### src/hw/rtl/spbls_pkg.sv
// Package for the shared-pin button and LED scanner: payload types and codes.
package spbls_pkg;

  // Input actions
  localparam logic [1:0] ACT_TICK    = 2'd0;
  localparam logic [1:0] ACT_SET_ONE = 2'd1;
  localparam logic [1:0] ACT_SET_ALL = 2'd2;

  // Event kinds
  localparam logic [1:0] KIND_HELD     = 2'd0;
  localparam logic [1:0] KIND_PRESSED  = 2'd1;
  localparam logic [1:0] KIND_RELEASED = 2'd2;

  // Register indexes (byte address = 4 * index)
  localparam logic [1:0] REG_PIN_COUNT    = 2'd0;
  localparam logic [1:0] REG_SCAN_GAP     = 2'd1;
  localparam logic [1:0] REG_CYCLE_GAP    = 2'd2;
  localparam logic [1:0] REG_BLINK_PERIOD = 2'd3;

  // Register reset values
  localparam logic [3:0]  PIN_COUNT_RST    = 4'd8;
  localparam logic [15:0] SCAN_GAP_RST     = 16'd10;
  localparam logic [15:0] CYCLE_GAP_RST    = 16'd10;
  localparam logic [15:0] BLINK_PERIOD_RST = 16'd500;

  typedef struct packed {
    logic [1:0] action;
    logic [7:0] led_index;
    logic       led_on;
    logic       led_blink;
    logic       readback_dark;
    logic       readback_probe;
  } in_t;

  typedef struct packed {
    logic       event_valid;
    logic [2:0] button_index;
    logic [1:0] event_kind;
    logic [7:0] pin_levels;
    logic [7:0] led_mask;
    logic [7:0] blink_mask;
  } out_t;

endpackage

### src/hw/rtl/shared_pin_button_led_scanner.sv
// Shared-pin button and LED scanner: input stage, step logic, state and result register.
// Takes one transaction per cycle while the result side keeps up: an accepted item
// is held in the input register, then a single pass of bit-vector logic updates
// the scan, LED and blink state and loads the result register. A tick scans at
// most one pin (two readback samples carried in the item) and runs the blink
// timer; LED commands set one or all pins in use. pin_levels, led_mask and
// blink_mask show the state left by the item whose result is presented. Registers
// sit at byte addresses 0x0 pin_count, 0x4 scan_gap_ms, 0x8 cycle_gap_ms, 0xC
// blink_period_ms; write them only while idle.
module shared_pin_button_led_scanner #(
  parameter int PINS = 8
) (
  input  logic               clk_i,
  input  logic               rst_ni,
  input  logic               in_valid_i,
  output logic               in_ready_o,
  input  spbls_pkg::in_t     in_data_i,
  output logic               out_valid_o,
  input  logic               out_ready_i,
  output spbls_pkg::out_t    out_data_o,
  input  logic               psel,
  input  logic               penable,
  input  logic               pwrite,
  input  logic [3:0]         paddr,
  input  logic [31:0]        pwdata,
  output logic [31:0]        prdata,
  output logic               pready
);
  import spbls_pkg::*;

  localparam int IDXW = (PINS > 1) ? $clog2(PINS) : 1;
  localparam int CW   = $clog2(PINS + 1);

  // Configuration
  logic [3:0]  pin_count_q;
  logic [15:0] scan_gap_q, cycle_gap_q, blink_period_q;
  logic        cfg_wr;

  // Input stage and result register
  logic        in_valid_q, out_valid_q, advance;
  in_t         in_q;
  logic        ev_valid_q, ev_valid_d;
  logic [2:0]  ev_btn_q, ev_btn_d;
  logic [1:0]  ev_kind_q, ev_kind_d;

  // Scanner state
  logic [IDXW-1:0] scan_idx_q, scan_idx_d;
  logic [PINS-1:0] pressed_q, pressed_d;
  logic [PINS-1:0] led_q, led_d;
  logic [PINS-1:0] blink_q, blink_d;
  logic [PINS-1:0] pin_q, pin_d;
  logic            phase_q, phase_d;
  logic [15:0]     scan_wait_q, scan_wait_d;
  logic [15:0]     blink_wait_q, blink_wait_d;

  // Step logic
  logic [CW-1:0]   count;
  logic [PINS-1:0] use_mask, rest, scan_sel, led_sel;
  logic [IDXW-1:0] scan_n;
  logic [IDXW:0]   scan_next;
  logic [31:0]     scan_n_ext;
  logic            was_pressed, now_pressed;

  assign pready = 1'b1;
  assign cfg_wr = psel & penable & pwrite & pready;

  always_comb begin
    case (paddr[3:2])
      REG_PIN_COUNT:    prdata = {28'd0, pin_count_q};
      REG_SCAN_GAP:     prdata = {16'd0, scan_gap_q};
      REG_CYCLE_GAP:    prdata = {16'd0, cycle_gap_q};
      REG_BLINK_PERIOD: prdata = {16'd0, blink_period_q};
      default:          prdata = 32'd0;
    endcase
  end

  always_ff @(posedge clk_i or negedge rst_ni) begin
    if (!rst_ni) begin
      pin_count_q    <= PIN_COUNT_RST;
      scan_gap_q     <= SCAN_GAP_RST;
      cycle_gap_q    <= CYCLE_GAP_RST;
      blink_period_q <= BLINK_PERIOD_RST;
    end else if (cfg_wr) begin
      case (paddr[3:2])
        REG_PIN_COUNT:    pin_count_q    <= pwdata[3:0];
        REG_SCAN_GAP:     scan_gap_q     <= pwdata[15:0];
        REG_CYCLE_GAP:    cycle_gap_q    <= pwdata[15:0];
        REG_BLINK_PERIOD: blink_period_q <= pwdata[15:0];
        default: ;
      endcase
    end
  end

  // Advance the input stage when the result register is free or being drained.
  assign advance    = in_valid_q && (!out_valid_q || out_ready_i);
  assign in_ready_o = !in_valid_q || advance;

  always_ff @(posedge clk_i or negedge rst_ni) begin
    if (!rst_ni) begin
      in_valid_q <= 1'b0;
    end else if (in_ready_o) begin
      in_valid_q <= in_valid_i;
    end
  end

  always_ff @(posedge clk_i) begin
    if (in_valid_i && in_ready_o) begin
      in_q <= in_data_i;
    end
  end

  // Clamp pin_count to 1..PINS.
  always_comb begin
    if (pin_count_q == 4'd0) begin
      count = CW'(1);
    end else if (32'(pin_count_q) > PINS) begin
      count = CW'(PINS);
    end else begin
      count = CW'(pin_count_q);
    end
  end

  assign scan_n     = (32'(scan_idx_q) >= 32'(count)) ? '0 : scan_idx_q;
  assign scan_next  = {1'b0, scan_n} + {{IDXW{1'b0}}, 1'b1};
  assign scan_n_ext = 32'(scan_n);

  always_comb begin
    for (int i = 0; i < PINS; i++) begin
      use_mask[i] = (i < 32'(count));
      rest[i]     = blink_q[i] ? phase_q : led_q[i];
      scan_sel[i] = (scan_n_ext == i);
      led_sel[i]  = (32'(in_q.led_index) == i) && (i < 32'(count));
    end
  end

  assign was_pressed = |(pressed_q & scan_sel);
  assign now_pressed = !in_q.readback_dark && !in_q.readback_probe;

  always_comb begin
    scan_idx_d   = scan_idx_q;
    pressed_d    = pressed_q;
    led_d        = led_q;
    blink_d      = blink_q;
    pin_d        = pin_q;
    phase_d      = phase_q;
    scan_wait_d  = scan_wait_q;
    blink_wait_d = blink_wait_q;
    ev_valid_d   = 1'b0;
    ev_btn_d     = 3'd0;
    ev_kind_d    = KIND_HELD;
    case (in_q.action)
      ACT_TICK: begin
        if (scan_wait_q <= 16'd1) begin
          // Probe drive is transient: only the restored levels remain.
          if (!in_q.readback_dark) begin
            pin_d = (pin_q & ~use_mask) | (rest & use_mask);
          end else begin
            pin_d = (pin_q & ~scan_sel) | (rest & scan_sel);
          end
          if (now_pressed) begin
            ev_valid_d = 1'b1;
            ev_btn_d   = scan_n_ext[2:0];
            ev_kind_d  = was_pressed ? KIND_HELD : KIND_PRESSED;
            pressed_d  = pressed_q | scan_sel;
          end else if (was_pressed) begin
            ev_valid_d = 1'b1;
            ev_btn_d   = scan_n_ext[2:0];
            ev_kind_d  = KIND_RELEASED;
            pressed_d  = pressed_q & ~scan_sel;
          end
          if (32'(scan_next) >= 32'(count)) begin
            scan_idx_d  = '0;
            scan_wait_d = cycle_gap_q;
          end else begin
            scan_idx_d  = scan_next[IDXW-1:0];
            scan_wait_d = scan_gap_q;
          end
        end else begin
          scan_wait_d = scan_wait_q - 16'd1;
        end
        if (blink_wait_q <= 16'd1) begin
          pin_d = (pin_d & ~(blink_q & use_mask))
                | ({PINS{phase_q}} & blink_q & use_mask);
          phase_d      = ~phase_q;
          blink_wait_d = blink_period_q;
        end else begin
          blink_wait_d = blink_wait_q - 16'd1;
        end
      end
      ACT_SET_ONE: begin
        if (in_q.led_on) begin
          pin_d   = pin_q | led_sel;
          led_d   = led_q | led_sel;
          blink_d = blink_q | (led_sel & {PINS{in_q.led_blink}});
        end else begin
          pin_d   = pin_q & ~led_sel;
          led_d   = led_q & ~led_sel;
          blink_d = blink_q & ~led_sel;
        end
      end
      ACT_SET_ALL: begin
        if (in_q.led_on) begin
          pin_d = pin_q | use_mask;
          led_d = led_q | use_mask;
        end else begin
          pin_d   = pin_q & ~use_mask;
          led_d   = led_q & ~use_mask;
          blink_d = blink_q & ~use_mask;
        end
      end
      default: ;
    endcase
  end

  always_ff @(posedge clk_i or negedge rst_ni) begin
    if (!rst_ni) begin
      out_valid_q  <= 1'b0;
      scan_idx_q   <= '0;
      pressed_q    <= '0;
      led_q        <= '0;
      blink_q      <= '0;
      pin_q        <= '0;
      phase_q      <= 1'b0;
      scan_wait_q  <= 16'd0;
      blink_wait_q <= BLINK_PERIOD_RST;
    end else begin
      if (advance) begin
        out_valid_q  <= 1'b1;
        scan_idx_q   <= scan_idx_d;
        pressed_q    <= pressed_d;
        led_q        <= led_d;
        blink_q      <= blink_d;
        pin_q        <= pin_d;
        phase_q      <= phase_d;
        scan_wait_q  <= scan_wait_d;
        blink_wait_q <= blink_wait_d;
      end else if (out_ready_i) begin
        out_valid_q <= 1'b0;
      end
    end
  end

  always_ff @(posedge clk_i) begin
    if (advance) begin
      ev_valid_q <= ev_valid_d;
      ev_btn_q   <= ev_btn_d;
      ev_kind_q  <= ev_kind_d;
    end
  end

  // State only moves when the result register loads, so the masks are its payload.
  logic [7:0] pin8, led8, blink8;

  for (genvar k = 0; k < 8; k++) begin : g_out
    if (k < PINS) begin : g_pin
      assign pin8[k]   = pin_q[k];
      assign led8[k]   = led_q[k];
      assign blink8[k] = blink_q[k];
    end else begin : g_pad
      assign pin8[k]   = 1'b0;
      assign led8[k]   = 1'b0;
      assign blink8[k] = 1'b0;
    end
  end

  assign out_valid_o             = out_valid_q;
  assign out_data_o.event_valid  = ev_valid_q;
  assign out_data_o.button_index = ev_btn_q;
  assign out_data_o.event_kind   = ev_kind_q;
  assign out_data_o.pin_levels   = pin8;
  assign out_data_o.led_mask     = led8;
  assign out_data_o.blink_mask   = blink8;

  a_blink_within_led: assert property (@(posedge clk_i) disable iff (!rst_ni)
    (blink_q & ~led_q) == '0)
    else $error("blink bit set on a dark LED");

  a_ready_when_empty: assert property (@(posedge clk_i) disable iff (!rst_ni)
    !out_valid_q |-> in_ready_o)
    else $error("input stalled with an empty result register");

  a_no_press_when_dark_high: assert property (@(posedge clk_i) disable iff (!rst_ni)
    advance && in_q.action == ACT_TICK && in_q.readback_dark
    |=> !(out_data_o.event_valid && out_data_o.event_kind != KIND_RELEASED))
    else $error("press reported without a low first sample");

  a_quiet_result: assert property (@(posedge clk_i) disable iff (!rst_ni)
    out_valid_o && !out_data_o.event_valid
    |-> out_data_o.button_index == 3'd0 && out_data_o.event_kind == KIND_HELD)
    else $error("event fields set on a result without an event");

endmodule
### config.mk
export PLATFORM = sky130hd
export DESIGN_NAME = shared_pin_button_led_scanner
export DESIGN_NICKNAME = d
export VERILOG_FILES = /design/src/hw/rtl/spbls_pkg.sv /design/src/hw/rtl/shared_pin_button_led_scanner.sv
export SDC_FILE = /design/constraint.sdc
export NUM_CORES = 1
export LEC_CHECK = 0
export ABC_AREA = 0
export BUFFER_PORTS_ARGS = -buffer_cell sky130_fd_sc_hd__buf_2
export CORE_UTILIZATION = 50
export CTS_CLUSTER_DIAMETER = 30
export DETAILED_ROUTE_END_ITERATION = 16
export GPL_TIMING_DRIVEN = 0
export MAX_ROUTING_LAYER = met4
export PLACE_DENSITY_LB_ADDON = 0.25
export SETUP_SLACK_MARGIN = 0.02
export SYNTH_ARGS = -nofsm -noshare
export SYNTH_HDL_FRONTEND = slang
export SYNTH_SLANG_ARGS = --single-unit
### constraint.sdc
create_clock -name clk_i -period 4.5 [get_ports clk_i]
set_input_delay 0.225 -clock clk_i [delete_from_list [all_inputs] [get_ports clk_i]]
set_output_delay 0.225 -clock clk_i [all_outputs]
set_load 0.03 [all_outputs]
==> out/metrics.cfg <==
[outcome]
status = finished, final reports clean

[critical_path]
critical_path.startpoint = pin_count_q[3]
critPathKind = flip-flop to flip-flop
required_ns = 4.83
startpoint_type = flip-flop
end_kind = flip-flop
worstRegToRegCells = 18
arrival_ns = 4.64
reg2reg_slack_ns = 0.19
critPathMaxFanout = 10
r2r_end = scan_wait_q[7]
rr_startpoint = pin_count_q[3]

[timing]
min_period_over_period = 0.957
fmax_mhz = 232
skew_ns = 0.0130
finalSetupViolations = 0
maxSlewViolCount = 0
rsz0062_at_grt = false
max-slew-margin-rel = 0.301
min_period_ns = 4.31
finalHoldViolations = 0
worst_pin_slew_ns = 1.04
fin_ws_ns = 0.192

[cells_and_area]
fillCellCount = 1406
stdcell_area_um2 = 10000
nNetsFinal = 1046
final-seq-area_um2 = 3680
drive_above_1_share = 0.305
multi_input_area_um2 = 4380
syn2layout_area_growth_pct = 19.3

[worst_hold_path]
hold_end = blink_period_q[11]
worstHoldStart = pwdata[11]
min_path_type = primary input to flip-flop
holdPathStages = 2

[place]
routabilityCongestion = 0.926
dp_hpwl_um = 16800
port_buffers = 85
dp_slack_ns = -0.731
placed_area_um2 = 9210

[synthesis]
ys_top_cells_by_count = dfrtp_1, mux2_2, nand2_1
yosys.cell_count.top_type = dfrtp_1
synthDistinctLibCells = 77
synth_ff_type = dfrtp_1
synth_seq_area_share = 0.436
yosys.area.top_type_share = 0.312
syn_area_per_cell_um2 = 10.2
synth_cells = 826
netlist_area_um2 = 8420
yosys.area.top_type = dfrtp_1
async_reset_ff_frac = 0.859
synth.area.top_cells = dfrtp_1, mux2_2, edfxtp_1
synth-seq-cells = 142
synth-edff-count = 20
yosys_warnings = 0

[power_and_ir_drop]
cellLeakagePower_nw = 4.36
ir_drop_mv = 0.334
p_total_mw = 5.41
power_density_nw_per_um2 = 539

[die]
die_width_um = 132
rows = 47
start_util = 0.510
io_pins = 122
die_height_um = 132
core_um2 = 16500
die-area_um2 = 17400

[grt]
grt_pass1_vias = 6852
grt_pass1_wl_um = 37200
antenna_found_initial = 1
grt_max_degree = 77
overflow = 0
gr-usage-all-layers = 0.285

[clock_network]
cts_tree = yes
cts.reportedPaths.clkPinSlew_ns = 0.07
cts-root-buf = clkbuf_16
clock_latency_ns = 0.44
clock-sinks = 142
cts_made_buffers = 17
htree_levels = 4
clk_path_buf_depth = 2

[routing]
viasPerCell = 6.06
antenna_left = 0
drtPass1Iterations = 5
wl_um = 23400
drc = 0
vias = 7282
wire_per_inst_um = 19.4
dr.first_iter.drc_count = 774

[flow_run]
drv_cap = 0

[metrics by stage]
stage                     setup TNS (ns)  cells  hold WS (ns)   util
after floorplan                        0    841       -0.0706      -
after global placement             -7.38   1146         0.402  0.556
after detailed placement           -9.51   1147         0.191  0.558
after CTS                              0   1195        0.0335  0.603
after global routing                   0   1202        0.0346  0.608
final                                  0   1202        0.0385  0.608
[layout make-up]
cell class	instances	share of cell area
Sequential cell	142	0.366
Buffer	62	0.0357
Inverter	29	0.0121
Tap cell	220	0.0274
Timing Repair Buffer	109	0.0669
Clock buffer	17	0.0423
Multi-Input combinational cell	607	0.436
Antenna cell	1	0.000249
Clock inverter	15	0.0138
[critical path, cell delays in order (launching register included)]
cell	delay, ns
dfstp_2	0.57
buf_4	0.19
or2_4	0.18
nor2_4	0.05
a21o_1	0.19
ha_1	0.27
nand2b_4	0.15
a2111o_1	0.43
and2_4	0.19
buf_6	0.13
ha_1	0.27
inv_1	0.05
ha_1	0.27
nor3_1	0.04
or3_1	0.41
buf_6	0.19
mux2i_2	0.25
o22ai_1	0.12
a22o_1	0.24
[power breakdown]
part	switching [mW]	internal [mW]
logic	1.19	0.819
registers	0.364	1.66
clock network	0.641	0.736
total	2.20	3.21
[cells by family (layout without fill, tap and decap cells)]
family          count (synthesis)  after routing  synth area share
compound gates                205            205             0.165
fa+ha+maj                      21             21            0.0312
simple gates                  245            245             0.150
flops                         142            142             0.436
xor+xnor                        1              1           0.00104
buf+inv                        92            232            0.0556
other cells                     2             18          0.000892
mux                           118            118             0.160
[metal layers]
metal,global-route usage,up-vias,share of wire
met1,0.376,3574,0.44
met5,-,-,0
met3,0.0531,55,0.064
met2,0.432,307,0.47
li1,-,3346,-
met4,0.119,0,0.029
[layout by cell type (no fill, tap or decap), types with 10 or more instances in the layout]
cell	count
a21oi_1	33
ha_1	21
buf_4	27
a22o_1	20
clkbuf_1	25
dfstp_2	17
nor4_1	14
dfrtp_1	104
buf_2	95
nand4_1	11
inv_1	26
mux2i_1	19
edfxtp_1	20
o21ai_0	50
clkbuf_16	17
mux2_2	89
conb_1	17
nor3_1	24
nor2_1	46
nand3_1	30
o31ai_1	10
dlygate4sd3_1	16
nand2_1	62
[worst max path at each step]
stage / depth (start not counted) / to / slack [ns]
6_report: 18 / scan_wait_q[7] / 0.19
3_5_place_dp: 19 / scan_wait_q[7] / -0.73
2_1_floorplan: 19 / scan_wait_q[1] / 0.28
5_1_grt: 19 / scan_wait_q[1] / 0.04
3_3_place_gp: 19 / scan_wait_q[7] / -0.62
4_1_cts: 18 / scan_wait_q[5] / 0.03
[timing repair]
item	CTS	global route
endpoints found under the setup margin	19	15
hold buffers	16	0
resized for setup	11	10
buffers inserted	1	6
hold endpoints to repair	56	0
pin swaps	1	4
No activity file was read; power rests on OpenSTA's default activity.
